`src/rtl/intel_hex_record_parser_macros.svh`:
```
// ---------------------------------------------------------------------------
// intel_hex_record_parser_macros.svh
// Assertion macros used by the record parser core, ihex_core.
// ---------------------------------------------------------------------------
`ifndef INTEL_HEX_RECORD_PARSER_MACROS_SVH
`define INTEL_HEX_RECORD_PARSER_MACROS_SVH

`ifndef NO_ASSERTIONS
// Property must hold at every clock edge outside reset.
`define IHEX_ASSERT(name, clk, rst_n, prop) \
  name: assert property (@(posedge clk) disable iff (!rst_n) prop) \
    else $error("ihex assertion failed");
// Condition must never be true outside reset.
`define IHEX_NEVER(name, clk, rst_n, cond) \
  name: assert property (@(posedge clk) disable iff (!rst_n) !(cond)) \
    else $error("ihex forbidden condition seen");
`else
`define IHEX_ASSERT(name, clk, rst_n, prop)
`define IHEX_NEVER(name, clk, rst_n, cond)
`endif

`endif

```
`src/rtl/ihex_pkg.sv`:
```
// ---------------------------------------------------------------------------
// ihex_pkg
// Types, codes and the hex digit decoder of the Intel HEX record parser.
// ---------------------------------------------------------------------------
package ihex_pkg;

  localparam int unsigned CHAR_W = 8;
  localparam int unsigned ADDR_W = 32;
  localparam int unsigned POS_W  = 10;  // 1 + up to 520 digits

  localparam logic [POS_W-1:0] POS_MAX = 10'd521;

  localparam logic [CHAR_W-1:0] CHAR_COLON = 8'h3A;
  localparam logic [CHAR_W-1:0] CHAR_CR    = 8'h0D;
  localparam logic [CHAR_W-1:0] CHAR_LF    = 8'h0A;

  // Record types
  localparam logic [7:0] REC_DATA      = 8'd0;
  localparam logic [7:0] REC_EOF       = 8'd1;
  localparam logic [7:0] REC_EXT_SEG   = 8'd2;
  localparam logic [7:0] REC_START_SEG = 8'd3;
  localparam logic [7:0] REC_EXT_LIN   = 8'd4;
  localparam logic [7:0] REC_START_LIN = 8'd5;

  typedef enum logic [1:0] {
    KIND_DATA   = 2'd0,
    KIND_RECORD = 2'd1,
    KIND_ERROR  = 2'd2
  } kind_e;

  typedef enum logic [2:0] {
    ERR_NONE     = 3'd0,
    ERR_START    = 3'd1,
    ERR_DIGIT    = 3'd2,
    ERR_LENGTH   = 3'd3,
    ERR_CHECKSUM = 3'd4,
    ERR_TYPE     = 3'd5
  } err_e;

  typedef struct packed {
    logic              valid;
    logic              step;   // beat is processed this cycle
    logic [CHAR_W-1:0] character;
  } beat_t;

  typedef struct packed {
    logic              valid;
    kind_e             kind;
    logic [ADDR_W-1:0] address;
    logic [7:0]        data_byte;
    logic [2:0]        record_type;
    logic [ADDR_W-1:0] entry_address;
    logic              entry_known;
    err_e              error_code;
  } res_t;

  typedef struct packed {
    logic       ok;
    logic [3:0] value;
  } hex_t;

  function automatic hex_t hex_decode(logic [CHAR_W-1:0] c);
    hex_t h;
    h.ok    = 1'b1;
    h.value = 4'd0;
    if (c inside {[8'h30:8'h39]}) begin
      h.value = c[3:0];
    end else if (c inside {[8'h41:8'h46], [8'h61:8'h66]}) begin
      h.value = c[3:0] + 4'd9;
    end else begin
      h.ok = 1'b0;
    end
    return h;
  endfunction

endpackage

```
`src/rtl/ihex_in_stage.sv`:
```
// ---------------------------------------------------------------------------
// ihex_in_stage
// Input register: holds one character beat until the parser can take it.
// ---------------------------------------------------------------------------
module ihex_in_stage (
  input  logic                        clk_i,
  input  logic                        rst_ni,
  input  logic                        in_valid_i,
  output logic                        in_ready_o,
  input  logic [ihex_pkg::CHAR_W-1:0] character_i,
  input  logic                        out_free_i,
  output ihex_pkg::beat_t             beat_o
);
  import ihex_pkg::*;

  logic              valid_q, valid_d;
  logic [CHAR_W-1:0] char_q;
  logic              step;

  assign step       = valid_q & out_free_i;
  assign in_ready_o = ~valid_q | step;

  always_comb begin
    valid_d = valid_q;
    if (in_ready_o) begin
      valid_d = in_valid_i;
    end
  end

  always_ff @(posedge clk_i or negedge rst_ni) begin
    if (!rst_ni) begin
      valid_q <= 1'b0;
    end else begin
      valid_q <= valid_d;
    end
  end

  always_ff @(posedge clk_i) begin
    if (in_ready_o && in_valid_i) begin
      char_q <= character_i;
    end
  end

  assign beat_o.valid     = valid_q;
  assign beat_o.step      = step;
  assign beat_o.character = char_q;

endmodule

```
`src/rtl/ihex_core.sv`:
```
// ---------------------------------------------------------------------------
// ihex_core
// Record state and per-character decode; produces at most one result a beat.
// ---------------------------------------------------------------------------
`include "intel_hex_record_parser_macros.svh"

module ihex_core (
  input  logic            clk_i,
  input  logic            rst_ni,
  input  ihex_pkg::beat_t beat_i,
  output ihex_pkg::res_t  res_o
);
  import ihex_pkg::*;

  logic [POS_W-1:0]  pos_q, pos_d;
  logic [3:0]        nib_q, nib_d;
  logic [7:0]        len_q, len_d;
  logic [15:0]       raddr_q, raddr_d;
  logic [7:0]        rkind_q, rkind_d;
  logic [7:0]        sum_q, sum_d;
  logic [31:0]       word_q, word_d;
  logic [ADDR_W-1:0] base_q, base_d;
  logic [ADDR_W-1:0] entry_q, entry_d;
  logic              eset_q, eset_d;
  logic              failed_q, failed_d;
  logic [ADDR_W-1:0] daddr_q, daddr_d;   // address of the next data byte

  logic [CHAR_W-1:0] c;
  hex_t              hx;
  logic              is_eol;
  logic [POS_W-1:0]  digits;
  logic [POS_W-1:0]  limit;
  logic [7:0]        value;
  logic [8:0]        bidx;
  logic [8:0]        idx;
  logic [15:0]       hi, lo;
  res_t              res;

  assign c      = beat_i.character;
  assign hx     = hex_decode(c);
  assign is_eol = (c == CHAR_CR) || (c == CHAR_LF);
  assign digits = pos_q - 10'd1;
  assign limit  = 10'd10 + {1'b0, len_q, 1'b0};
  assign value  = {nib_q, hx.value};
  assign bidx   = digits[POS_W-1:1];
  assign idx    = bidx - 9'd4;
  assign hi     = word_q[31:16];
  assign lo     = word_q[15:0];

  always_comb begin
    pos_d    = pos_q;
    nib_d    = nib_q;
    len_d    = len_q;
    raddr_d  = raddr_q;
    rkind_d  = rkind_q;
    sum_d    = sum_q;
    word_d   = word_q;
    base_d   = base_q;
    entry_d  = entry_q;
    eset_d   = eset_q;
    failed_d = failed_q;
    daddr_d  = daddr_q;

    res               = '0;
    res.kind          = KIND_DATA;
    res.error_code    = ERR_NONE;

    if (beat_i.step && !failed_q) begin
      if (is_eol) begin
        if (pos_q != '0) begin
          pos_d = '0;
          if (digits != limit) begin
            res.valid = 1'b1;  res.kind = KIND_ERROR;  res.error_code = ERR_LENGTH;
            failed_d  = 1'b1;
          end else if (sum_q != 8'd0) begin
            res.valid = 1'b1;  res.kind = KIND_ERROR;  res.error_code = ERR_CHECKSUM;
            failed_d  = 1'b1;
          end else if (rkind_q > REC_START_LIN) begin
            res.valid = 1'b1;  res.kind = KIND_ERROR;  res.error_code = ERR_TYPE;
            failed_d  = 1'b1;
          end else begin
            case (rkind_q)
              REC_EOF: begin
                if (!eset_q) begin
                  entry_d = {16'd0, raddr_q};
                  eset_d  = 1'b1;
                end
              end
              REC_EXT_SEG:   base_d = {12'd0, hi, 4'd0};
              REC_START_SEG: begin
                entry_d = {12'd0, hi, 4'd0} + {16'd0, lo};
                eset_d  = 1'b1;
              end
              REC_EXT_LIN:   base_d = {hi, 16'd0};
              REC_START_LIN: begin
                entry_d = word_q;
                eset_d  = 1'b1;
              end
              default: ;
            endcase
            res.valid         = 1'b1;
            res.kind          = KIND_RECORD;
            res.record_type   = rkind_q[2:0];
            res.entry_address = entry_d;
            res.entry_known   = eset_d;
          end
        end
      end else if (pos_q == '0) begin
        if (c != CHAR_COLON) begin
          res.valid = 1'b1;  res.kind = KIND_ERROR;  res.error_code = ERR_START;
          failed_d  = 1'b1;
        end else begin
          pos_d   = 10'd1;
          nib_d   = '0;
          len_d   = '0;
          raddr_d = '0;
          rkind_d = '0;
          sum_d   = '0;
          word_d  = '0;
        end
      end else if (!hx.ok) begin
        res.valid = 1'b1;  res.kind = KIND_ERROR;  res.error_code = ERR_DIGIT;
        failed_d  = 1'b1;
        pos_d     = '0;
      end else if (digits >= limit) begin
        res.valid = 1'b1;  res.kind = KIND_ERROR;  res.error_code = ERR_LENGTH;
        failed_d  = 1'b1;
        pos_d     = '0;
      end else begin
        pos_d = pos_q + 10'd1;
        if (!digits[0]) begin
          nib_d = hx.value;
        end else begin
          sum_d = sum_q + value;
          if (bidx == 9'd0) begin
            len_d = value;
          end else if (bidx == 9'd1) begin
            raddr_d = {value, 8'd0};
          end else if (bidx == 9'd2) begin
            raddr_d = {raddr_q[15:8], value};
            // base is fixed for the whole record, so the add happens once
            daddr_d = base_q + {16'd0, raddr_q[15:8], value};
          end else if (bidx == 9'd3) begin
            rkind_d = value;
          end else if (idx < {1'b0, len_q}) begin
            if (idx[8:2] == 7'd0) begin
              case (idx[1:0])
                2'd0:    word_d = word_q | {value, 24'd0};
                2'd1:    word_d = word_q | {8'd0, value, 16'd0};
                2'd2:    word_d = word_q | {16'd0, value, 8'd0};
                default: word_d = word_q | {24'd0, value};
              endcase
            end
            if (rkind_q == REC_DATA) begin
              res.valid     = 1'b1;
              res.kind      = KIND_DATA;
              res.address   = daddr_q;
              res.data_byte = value;
              daddr_d       = daddr_q + 32'd1;
            end
          end
        end
      end
    end
  end

  always_ff @(posedge clk_i or negedge rst_ni) begin
    if (!rst_ni) begin
      pos_q    <= '0;
      nib_q    <= '0;
      len_q    <= '0;
      raddr_q  <= '0;
      rkind_q  <= '0;
      sum_q    <= '0;
      word_q   <= '0;
      base_q   <= '0;
      entry_q  <= '0;
      eset_q   <= 1'b0;
      failed_q <= 1'b0;
    end else begin
      pos_q    <= pos_d;
      nib_q    <= nib_d;
      len_q    <= len_d;
      raddr_q  <= raddr_d;
      rkind_q  <= rkind_d;
      sum_q    <= sum_d;
      word_q   <= word_d;
      base_q   <= base_d;
      entry_q  <= entry_d;
      eset_q   <= eset_d;
      failed_q <= failed_d;
    end
  end

  always_ff @(posedge clk_i) begin
    daddr_q <= daddr_d;
  end

  assign res_o = res;

  `IHEX_ASSERT(a_failed_sticky, clk_i, rst_ni, failed_q |=> failed_q)
  `IHEX_NEVER(a_no_result_failed, clk_i, rst_ni, failed_q && res.valid)
  `IHEX_ASSERT(a_error_sets_failed, clk_i, rst_ni, (res.valid && res.kind == KIND_ERROR) |=> failed_q)
  `IHEX_NEVER(a_pos_bound, clk_i, rst_ni, pos_q > POS_MAX)
  `IHEX_NEVER(a_result_without_beat, clk_i, rst_ni, res.valid && !beat_i.step)

endmodule

```
`src/rtl/intel_hex_record_parser.sv`:
```
// ---------------------------------------------------------------------------
// intel_hex_record_parser: streaming Intel HEX decoder, one character a beat.
// Input and output are registered; 1 character/cycle unless output stalls.
// Async active-low reset clears offset, entry, error, record state but daddr.
// ---------------------------------------------------------------------------
module intel_hex_record_parser (
  input  logic                        clk_i,
  input  logic                        rst_ni,
  input  logic                        in_valid_i,
  output logic                        in_ready_o,
  input  logic [ihex_pkg::CHAR_W-1:0] character_i,
  output logic                        out_valid_o,
  input  logic                        out_ready_i,
  output logic [1:0]                  kind_o,
  output logic [ihex_pkg::ADDR_W-1:0] address_o,
  output logic [7:0]                  data_byte_o,
  output logic [2:0]                  record_type_o,
  output logic [ihex_pkg::ADDR_W-1:0] entry_address_o,
  output logic                        entry_known_o,
  output logic [2:0]                  error_code_o
);
  import ihex_pkg::*;

  beat_t beat;
  res_t  res;
  res_t  out_q;
  logic  out_valid_q, out_valid_d;
  logic  out_free;

  assign out_free = ~out_valid_q | out_ready_i;

  ihex_in_stage u_in_stage (
    .clk_i       (clk_i),
    .rst_ni      (rst_ni),
    .in_valid_i  (in_valid_i),
    .in_ready_o  (in_ready_o),
    .character_i (character_i),
    .out_free_i  (out_free),
    .beat_o      (beat)
  );

  ihex_core u_core (
    .clk_i  (clk_i),
    .rst_ni (rst_ni),
    .beat_i (beat),
    .res_o  (res)
  );

  always_comb begin
    out_valid_d = out_valid_q;
    if (beat.step) begin
      out_valid_d = res.valid;
    end else if (out_ready_i) begin
      out_valid_d = 1'b0;
    end
  end

  always_ff @(posedge clk_i or negedge rst_ni) begin
    if (!rst_ni) begin
      out_valid_q <= 1'b0;
    end else begin
      out_valid_q <= out_valid_d;
    end
  end

  always_ff @(posedge clk_i) begin
    if (beat.step && res.valid) begin
      out_q <= res;
    end
  end

  assign out_valid_o     = out_valid_q;
  assign kind_o          = out_q.kind;
  assign address_o       = out_q.address;
  assign data_byte_o     = out_q.data_byte;
  assign record_type_o   = out_q.record_type;
  assign entry_address_o = out_q.entry_address;
  assign entry_known_o   = out_q.entry_known;
  assign error_code_o    = out_q.error_code;

endmodule

```
`config.mk`:
```
export PLATFORM = sky130hd
export DESIGN_NAME = intel_hex_record_parser
export DESIGN_NICKNAME = d
export VERILOG_FILES = /design/src/rtl/ihex_pkg.sv /design/src/rtl/ihex_in_stage.sv /design/src/rtl/ihex_core.sv /design/src/rtl/intel_hex_record_parser.sv
export VERILOG_INCLUDE_DIRS = /design/src /design/src/rtl
export SDC_FILE = /design/constraint.sdc
export NUM_CORES = 1
export LEC_CHECK = 0
export ABC_CLOCK_PERIOD_IN_PS = 5740
export BUFFER_PORTS_ARGS = -buffer_cell sky130_fd_sc_hd__buf_4
export CORE_MARGIN = 2
export CORE_UTILIZATION = 45
export DETAILED_ROUTE_END_ITERATION = 12
export GPL_TIMING_DRIVEN = 0
export SLEW_MARGIN = 40
export SYNTH_ARGS = -nofsm -noshare
export SYNTH_HDL_FRONTEND = slang
export SYNTH_HIERARCHICAL = 1
export SYNTH_SLANG_ARGS = --single-unit
```
`constraint.sdc`:
```
create_clock -name clk_i -period 5.74 [get_ports clk_i]
set_clock_uncertainty 0.2 [all_clocks]
set_input_delay 0.574 -clock clk_i [delete_from_list [all_inputs] [get_ports clk_i]]
set_output_delay 0.574 -clock clk_i [all_outputs]
set_load 0.02 [all_outputs]
```
==> results of run 1 <==
through the flow:
stage	util (%)	area [sq um]	setup slack [ps]	hold slack, ps	TNS [ps]
2_1_floorplan	-	14600	642	78.4	0
3_3_place_gp	49.9	15800	-681	258	-21690
3_5_place_dp	50.4	16000	236	191	0
4_1_cts	53.7	17000	198	69.2	0
5_1_grt	53.8	17100	105	89.6	0
6_report	53.8	17100	298	94.8	0
flip-flops by register name, indices dropped and copies added, names as in the netlist:
signal,cells
address_o,32
entry_address_o,32
u_core/daddr_q,32
u_core/entry_q,32
u_core/word_q,32
u_core/base_q,28
u_core/raddr_q,16
u_core/pos_q,10
data_byte_o,8
u_core/len_q,8
u_core/rkind_q,8
u_core/sum_q,8
u_in_stage/char_q,8
u_core/nib_q,4
error_code_o,3
record_type_o,3
kind_o,2
entry_known_o,1
out_valid_o,1
u_core/eset_q,1
u_core/failed_q,1
u_in_stage/valid_q,1
metal layers:
| metal | vias to the layer above | track usage [%] | share of wire [%] | routed length, um |
|---|---|---|---|---|
| li1 | 5423 | - | - | - |
| met1 | 5599 | 30.8 | 45 | 17100 |
| met2 | 322 | 37.9 | 47 | 18200 |
| met3 | 76 | 2.57 | 4.6 | 1780 |
| met4 | 0 | 7.97 | 3.3 | 1280 |
| met5 | - | 0 | 0 | 0 |
what timing repair did:
item                                    4_1_cts  5_1_grt
buffers inserted                              0        4
endpoints found under the setup margin        0       79
endpoints found under the hold margin       159        0
gates resized for setup                       0        3
hold buffers                                 10        0
critical path, cell delays in order (launching register included):
cell and delay [ps]:
dfrtp_1 520, clkbuf_2 310, inv_1 150, ha_1 220, clkbuf_1 230, xnor2_1 500, inv_1 320, ha_1 370
nand2_1 70, nor4_1 500, nand2_1 240, or4_4 620, buf_6 180, clkbuf_1 230, clkbuf_1 320, nor2_1 290
layout make-up:
type | instances | share of cell area, %
well taps | 402 | 2.95
inverters | 39 | 0.858
repair buffers | 114 | 5.61
multi-input cells | 990 | 39.9
clock buffers | 38 | 4.81
plain buffers | 72 | 1.90
flip-flops and latches | 271 | 43.3
clock inverters | 18 | 0.718
how the worst max path moves through the flow:
stage                                    end  slack (ps)  cells past startpoint
after floorplan            u_core/daddr_q[0]         640                     15
after global placement    u_core/daddr_q[30]        -680                     14
after detailed placement    record_type_o[2]         240                     15
after CTS                   record_type_o[2]         200                     15
after global routing        record_type_o[2]         100                     15
final                       record_type_o[2]         300                     15
power by group through the flow:
stage / clock, uW / combinational (uW) / sequential, uW
finish: 1810 / 1050 / 2120
global route: 1940 / 1170 / 2130
CTS: 1860 / 1040 / 2120
detailed placement: 0 / 1030 / 2160
global placement: 0 / 992 / 2160
floorplan: 0 / 681 / 2180
==> results.tsv, run 1 <==
metric	value	unit
crit_path_start	u_core/pos_q[0]	
multi_input_area	6810	sq um
cts_root_buf	clkbuf_16	
report.final.slew_viol_count	0	
clk_latency	590	ps
num_rows	65	
hp-start	out_ready_i	
min_to	out_valid_o	
dp_hpwl	27.9	mm
wirelength	38.4	mm
rr_endpoint	record_type_o[2]	
grtUsageTotal	22.7	%
r2r_slack	300	ps
clk_pin_slew	60	ps
p_sw_share	31.1	%
vias_per_cell	5.87	
htree_levels	1	
port_buffers	94	
gp_congestion	0.924	
syn_nets	1445	
start_util	46.0	%
power_per_cell_area	292	nW/um^2
drc	0	
drtAntennaViolNets	0	
cts_buffers	30	
worstPathRequired	5930	ps
fin_total_pwr	4980	uW
dp_cells	1874	
syn_to_final_growth	16.9	%
period_needed	5440	ps
tightest_slew	919	ps
grt_max_degree	74	
power_frac_seq	42.6	%
end_kind	flop	
path_max_fanout	10	
vias	11400	
design.die.area	33900	sq um
rsz0062_at_grt	no	
drive_above_1_share	13.9	%
clock_sink_count	271	
leakage	0.00709	uW
seq_area	7390	sq um
max-slew-margin-rel	38.6	%
diodes	0	
fp.dieW	184	um
postSynthAreaPerCell	10.6	sq um
p_int	3430	uW
layoutNonFillerInstCount	1944	
ir_worst_vdd	0.289	mV
yosysWarnings	6	
ios	95	
grt_pass1_wl	60.7	mm
fin_crit_sh	94.8	%
first_global_vias	11000	
drtIter0Drc	908	
finalSetupViolations	0	
r2r_cells	15	
cp-start-kind	flop	
clkPwrFrac	36.4	%
fillers	2841	
fmax	184	MHz
cts_tree	built	
die_h	184	um
whs_path_depth	3	
worstPathArrival	5630	ps
mostFrequentLayoutCell	dfrtp_1	
switching_power	1550	uW
antenna_found_initial	1	
hold_violations	0	
layout_common_cells	150 x dfrtp_1, 121 x edfxtp_1, 121 x nor2_1	
comb_power_share	21.1	%
cap_violations	0	
regToRegStartpoint	u_core/pos_q[0]	
routedWlPerCell	19.8	um
clock_tree.buffer_depth	3	
hp-class	in2reg	
status	complete, no violations	
overflow	0	
nets	1591	
synth_cells	1372	
first_pass_iters	5	
core	31700	sq um
crit_type	reg2reg	
synthesis.area	14600	sq um
Power figures use the tool's default switching activity.
==> inputs of run 2 (changes only) <==
--- a/config.mk
+++ b/config.mk
@@ -9,9 +9,10 @@
 export ABC_CLOCK_PERIOD_IN_PS = 5740
 export BUFFER_PORTS_ARGS = -buffer_cell sky130_fd_sc_hd__buf_4
 export CORE_MARGIN = 2
-export CORE_UTILIZATION = 45
+export CORE_UTILIZATION = 55
 export DETAILED_ROUTE_END_ITERATION = 12
 export GPL_TIMING_DRIVEN = 0
+export PLACE_DENSITY = 0.76
 export SLEW_MARGIN = 40
 export SYNTH_ARGS = -nofsm -noshare
 export SYNTH_HDL_FRONTEND = slang
==> run 2 against run 1 <==
Critical endpoint is now u_core/daddr_q[29]; wire length shrank 0.95%; register-to-register slack gained 20 ps; final cell count shrank 3.7%; combinational power is essentially flat; sequential power is essentially flat; non-clock buffer count shrank 5; first-iteration DRC count grew 37%.
==> results.tsv, run 2 (synthesis results as in run 1) <==
metric	value	unit	change
first_global_vias	11600		was 11,000
hp-class	in2reg		unchanged
clock_tree.buffer_depth	3		unchanged
crit_type	reg2reg		unchanged
slowest_delay	610	ps	was 620 ps
routedWlPerCell	20.3	um	was 19.8 um
slowest_stage	a211oi_4		was or4_4
power_per_cell_area	304	nW/um^2	was 292 nW/um^2
design.die.area	27900	sq um	was 33,900 sq um
htree_levels	1		unchanged
whs_path_depth	2		was 3
cp-start-kind	flop		unchanged
vias_per_cell	6.28		was 5.87
rsz0062_at_grt	no		unchanged
layout_common_cells	150 x dfrtp_1, 121 x edfxtp_1, 121 x nor2_1		unchanged
finalSetupViolations	0		unchanged
mostFrequentLayoutCell	dfrtp_1		unchanged
ios	95		unchanged
syn_to_final_growth	16.8	%	was 16.9%
min_to	u_in_stage/valid_q		was out_valid_o
design_area	17100	sq um	about the same
final.setup.tns	0	ps	unchanged
grt_max_degree	77		was 74
r2r_slack	310	ps	was 300 ps
start_util	56.0	%	was 46.0%
dp_hpwl	26.8	mm	was 27.9 mm
clk_pin_slew	60	ps	about the same
grtUsageTotal	26.8	%	was 22.7%
period_needed	5430	ps	was 5440 ps
num_rows	59		was 65
report.final.slew_viol_count	0		unchanged
hp-start	in_valid_i		was out_ready_i
cts_root_buf	clkbuf_16		unchanged
port_buffers	94		unchanged
hold_violations	0		unchanged
fin_crit_sh	94.5	%	was 94.8%
core	26100	sq um	was 31,700 sq um
clk_latency	560	ps	was 590 ps
layoutNonFillerInstCount	1873		was 1,944
vias	11800		was 11,400
leakage	0.00710	uW	was 0.00709 uW
dp_cells	1806		was 1,874
worstPathArrival	5490	ps	was 5630 ps
clock_sink_count	271		unchanged
tightest_slew	799	ps	was 919 ps
max-slew-margin-rel	46.3	%	was 38.6%
path_max_fanout	13		was 10
drtAntennaViolNets	0		unchanged
status	complete, no violations		unchanged
cap_violations	0		unchanged
path_buf_inv	6		was 7
drc	0		unchanged
antenna_found_initial	0		was 1
place_area	15900	sq um	was 16,000 sq um
ir_worst_vdd	0.258	mV	was 0.289 mV
worstPathRequired	5800	ps	was 5930 ps
cts_buffers	30		unchanged
nets	1587		was 1,591
cts_tree	built		unchanged
fin_total_pwr	5190	uW	was 4980 uW
diodes	0		unchanged
grt_pass1_wl	60.6	mm	was 60.7 mm
fillers	2052		was 2,841
rr_endpoint	u_core/daddr_q[29]		was record_type_o[2]
wirelength	38.1	mm	was 38.4 mm
first_pass_iters	6		was 5
drtIter0Drc	1241		was 908
path_cells	clkbuf_2 > inv_1 > ha_1 > clkbuf_1 > xnor2_1 > inv_1 > ha_1 > a21oi_1 > o21ai_0 > a31oi_1 > o2bb2ai_1 > nand3_1 > a211oi_4 > buf_4 > buf_4		was clkbuf_2 > inv_1 > ha_1 > clkbuf_1 > xnor2_1 > inv_1 > ha_1 > nand2_1 > nor4_1 > nand2_1 > or4_4 > buf_6 > clkbuf_1 > clkbuf_1 > nor2_1
r2r_cells	15		unchanged
cp_top_family	buffers and inverters		unchanged
drive_above_1_share	13.5	%	was 13.9%
fmax	184	MHz	about the same
regToRegStartpoint	u_core/pos_q[0]		unchanged
end_kind	flop		unchanged
gp_congestion	0.952		was 0.924
overflow	0		unchanged
die_h	167	um	was 184 um
fp.dieW	167	um	was 184 um
## run 2: cell types whose count changed in the layout (fill, tap and decap cells not counted), sizes merged
cell | previous run | this run
and2 | 42 | 43
buf | 128 | 124
bufinv | 0 | 3
clkbuf | 86 | 89
clkinv | 17 | 8
clkinvlp | 1 | 3
dlygate4sd3 | 10 | 9
inv | 39 | 40
## run 2: area by class of cell
cell class              count  area (sq um)  share of cell area (%)
plain buffers              72           324                    1.90
clock buffers              41           886                    5.19
clock inverters            15           174                    1.02
inverters                  39           146                   0.858
multi-input cells         991          6820                    40.0
flip-flops and latches    271          7390                    43.3
well taps                 335           419                    2.46
repair buffers            109           901                    5.28
## run 2: worst max-delay path by stage
| stage | from | slack (ps) | endpoint | cells after the start |
|---|---|---|---|---|
| 6_report | u_core/pos_q[0] | 310 | u_core/daddr_q[29] | 15 |
| 5_1_grt | u_core/pos_q[0] | 100 | address_o[3] | 15 |
| 4_1_cts | u_core/pos_q[0] | 190 | address_o[19] | 18 |
| 3_5_place_dp | u_core/pos_q[0] | 250 | entry_address_o[27] | 18 |
| 3_3_place_gp | u_core/pos_q[0] | -520 | u_core/daddr_q[30] | 15 |
| 2_1_floorplan | u_core/pos_q[0] | 640 | u_core/daddr_q[0] | 15 |
## run 2: power by group
part	leakage, uW	internal [uW]	switching [uW]
Sequential	0.00322	2080	41.8
Combinational	0.00338	341	721
Clock	0.000510	1220	789
## run 2: repair_timing
action	in CTS	in global routing
hold buffers	9	0
setup endpoints to repair	0	89
setup buffers	0	1
resized for setup	0	3
hold endpoints to repair	158	0
## run 2: through the flow
stage                     hold WS (ps)  utilization (%)  setup WS, ps
after floorplan                   78.4                -           642
after global placement             254             60.4          -521
after detailed placement           186             60.9           249
after CTS                         11.7             65.3           189
after global routing              23.5             65.4          99.8
final                             26.2             65.4           314
## run 2: metal layers
metal	GRT usage [%]	vias up	wire (um)
li1	-	5433	-
met1	35.6	5734	15500
met2	44.7	486	18300
met5	0	-	0
met4	11.1	0	1630
met3	3.16	105	2650
==> inputs of run 3 (changes only) <==
--- a/config.mk
+++ b/config.mk
@@ -9,10 +9,10 @@
 export ABC_CLOCK_PERIOD_IN_PS = 5740
 export BUFFER_PORTS_ARGS = -buffer_cell sky130_fd_sc_hd__buf_4
 export CORE_MARGIN = 2
-export CORE_UTILIZATION = 55
+export CORE_UTILIZATION = 50
 export DETAILED_ROUTE_END_ITERATION = 12
 export GPL_TIMING_DRIVEN = 0
-export PLACE_DENSITY = 0.76
+export PLACE_DENSITY = 0.7
 export SLEW_MARGIN = 40
 export SYNTH_ARGS = -nofsm -noshare
 export SYNTH_HDL_FRONTEND = slang
==> run 3 against run 2 <==
Die area rose by 9.8%; maximum frequency up 2.0%; global-route usage shrank 2.4 points; core utilization down 6.0 points; sequential power is essentially flat.
==> results.tsv, run 3 (synthesis results as in run 1) <==
metric	value	unit	change
ios	95		unchanged
clock_tree.buffer_depth	3		unchanged
htree_levels	1		unchanged
fin_crit_sh	92.7	%	was 94.5%
post-place-ws	242	ps	was 249 ps
clk_pin_slew	60	ps	about the same
routedWlPerCell	19.4	um	was 20.3 um
hold_violations	0		unchanged
whs	117	ps	was 26.2 ps
crit_type	reg2reg		unchanged
design.die.area	30600	sq um	was 27,900 sq um
worst_slack	419	ps	was 314 ps
port_buffers	94		unchanged
dp_hpwl	26.8	mm	about the same
leakage	0.00709	uW	was 0.00710 uW
rsz0062_at_grt	no		unchanged
hp-class	in2reg		unchanged
fillers	2406		was 2,052
end_kind	flop		unchanged
slowest_stage	or4_4		was a211oi_4
vias_per_cell	5.99		was 6.28
worstPathRequired	5940	ps	was 5800 ps
drc	0		unchanged
nets	1590		was 1,587
syn_to_final_growth	16.9	%	was 16.8%
power_per_cell_area	296	nW/um^2	was 304 nW/um^2
fp.dieW	175	um	was 167 um
drtIter0Drc	947		was 1,241
path_max_fanout	10		was 13
cts_root_buf	clkbuf_16		unchanged
first_global_vias	11200		was 11,600
path_common_cell	clkbuf_1		
die_h	175	um	was 167 um
cap_violations	0		unchanged
clk_latency	560	ps	about the same
slowest_delay	620	ps	was 610 ps
status	complete, no violations		unchanged
max-slew-margin-rel	42.3	%	was 46.3%
gp_congestion	0.957		was 0.952
tightest_slew	858	ps	was 799 ps
first_pass_iters	6		unchanged
vias	11500		was 11,800
core	28700	sq um	was 26,100 sq um
grtUsageTotal	24.4	%	was 26.8%
diodes	0		unchanged
cp-start-kind	flop		unchanged
grt_max_degree	74		was 77
fmax	188	MHz	was 184 MHz
start_util	50.9	%	was 56.0%
drtAntennaViolNets	0		unchanged
wirelength	37.4	mm	was 38.1 mm
ir_worst_vdd	0.218	mV	was 0.258 mV
period_needed	5320	ps	was 5430 ps
final_core_util	59.5	%	was 65.4%
finalSetupViolations	0		unchanged
clock_sink_count	271		unchanged
num_rows	62		was 59
report.final.slew_viol_count	0		unchanged
overflow	0		unchanged
antenna_found_initial	0		unchanged
cts_tree	built		unchanged
grt_pass1_wl	59.9	mm	was 60.6 mm
layout_common_cells	150 x dfrtp_1, 121 x edfxtp_1, 121 x nor2_1		unchanged
mostFrequentLayoutCell	dfrtp_1		unchanged
drive_above_1_share	13.3	%	was 13.5%
path_cells	clkbuf_2 > inv_1 > ha_1 > clkbuf_1 > xnor2_1 > inv_1 > ha_1 > nand2_1 > nor4_1 > nand2_1 > or4_4 > buf_6 > clkbuf_1 > clkbuf_1 > a21oi_1		was clkbuf_2 > inv_1 > ha_1 > clkbuf_1 > xnor2_1 > inv_1 > ha_1 > a21oi_1 > o21ai_0 > a31oi_1 > o2bb2ai_1 > nand3_1 > a211oi_4 > buf_4 > buf_4
cts_buffers	29		was 30
worstPathArrival	5520	ps	was 5490 ps
run 3: cell types whose count changed in the layout (fill, tap and decap cells not counted), moves of 2 or more:
cell,before,now
buf_4,99,102
bufinv_16,3,1
clkbuf_1,52,59
clkbuf_16,33,31
clkbuf_8,3,5
clkinv_1,4,1
clkinvlp_4,3,0
nor3_1,37,35
nor3_2,0,2
run 3: metrics by stage:
step	setup TNS (ps)	instances	area [sq um]	power, uW
after CTS	0	1920	17000	5050
after detailed placement	0	1856	16000	3170
after global placement	-20480	1850	15800	3140
final	0	1924	17100	5050
after floorplan	0	1372	14600	2860
after global routing	0	1924	17100	5270
run 3: final cells by class:
type                    instances  area (sq um)  share of cell area, %
plain buffers                  72           324                   1.90
clock inverters                 5          68.8                  0.403
multi-input cells             990          6810                   39.9
well taps                     384           480                   2.81
flip-flops and latches        271          7390                   43.3
repair buffers                114           953                   5.59
clock buffers                  49           897                   5.26
inverters                      39           146                  0.858
run 3: path summary, 6_finish.rpt:
path	from	end	slack, ps	cells past startpoint
worst max register to register	u_core/pos_q[0]	entry_address_o[5]	420	15
worst min-delay path	out_ready_i	out_valid_o	120	3
min in group asynchronous	rst_ni	u_core/pos_q[2]	200	2
worst max-delay path	u_core/pos_q[0]	entry_address_o[5]	420	15
max in group asynchronous	rst_ni	u_core/entry_q[9]	4580	3
worst min register to register	u_core/entry_q[12]	u_core/entry_q[12]	280	1
run 3: where the power goes:
group / switching, uW / total [uW] / internal, uW
logic: 717 / 1060 / 342
clock network: 758 / 1870 / 1110
registers: 39.9 / 2120 / 2080
total: 1520 / 5050 / 3530
run 3: layer usage:
layer	vias to the layer above	share of wire [%]	track usage (%)
met5	-	0	0
met3	64	6.0	3.11
li1	5426	-	-
met1	5643	43	32.6
met4	0	2.6	7.50
met2	391	48	41.6
run 3: worst max-delay path: cells and delay by family, from the launching register on:
kind,cells,cell delay (ps)
adders and majority gates,2,600
xor gates and xnor gates,1,510
and+or+nand+nor,4,1330
AOI/OAI and AO/OA,1,240
DFF,1,510
buffers and inverters,7,1770
run 3: what timing repair did:
item,4_1_cts,5_1_grt
endpoints found under the setup margin,0,20
endpoints found under the hold margin,159,0
buffers inserted,0,4
hold buffers,10,0
gates resized for setup,0,2
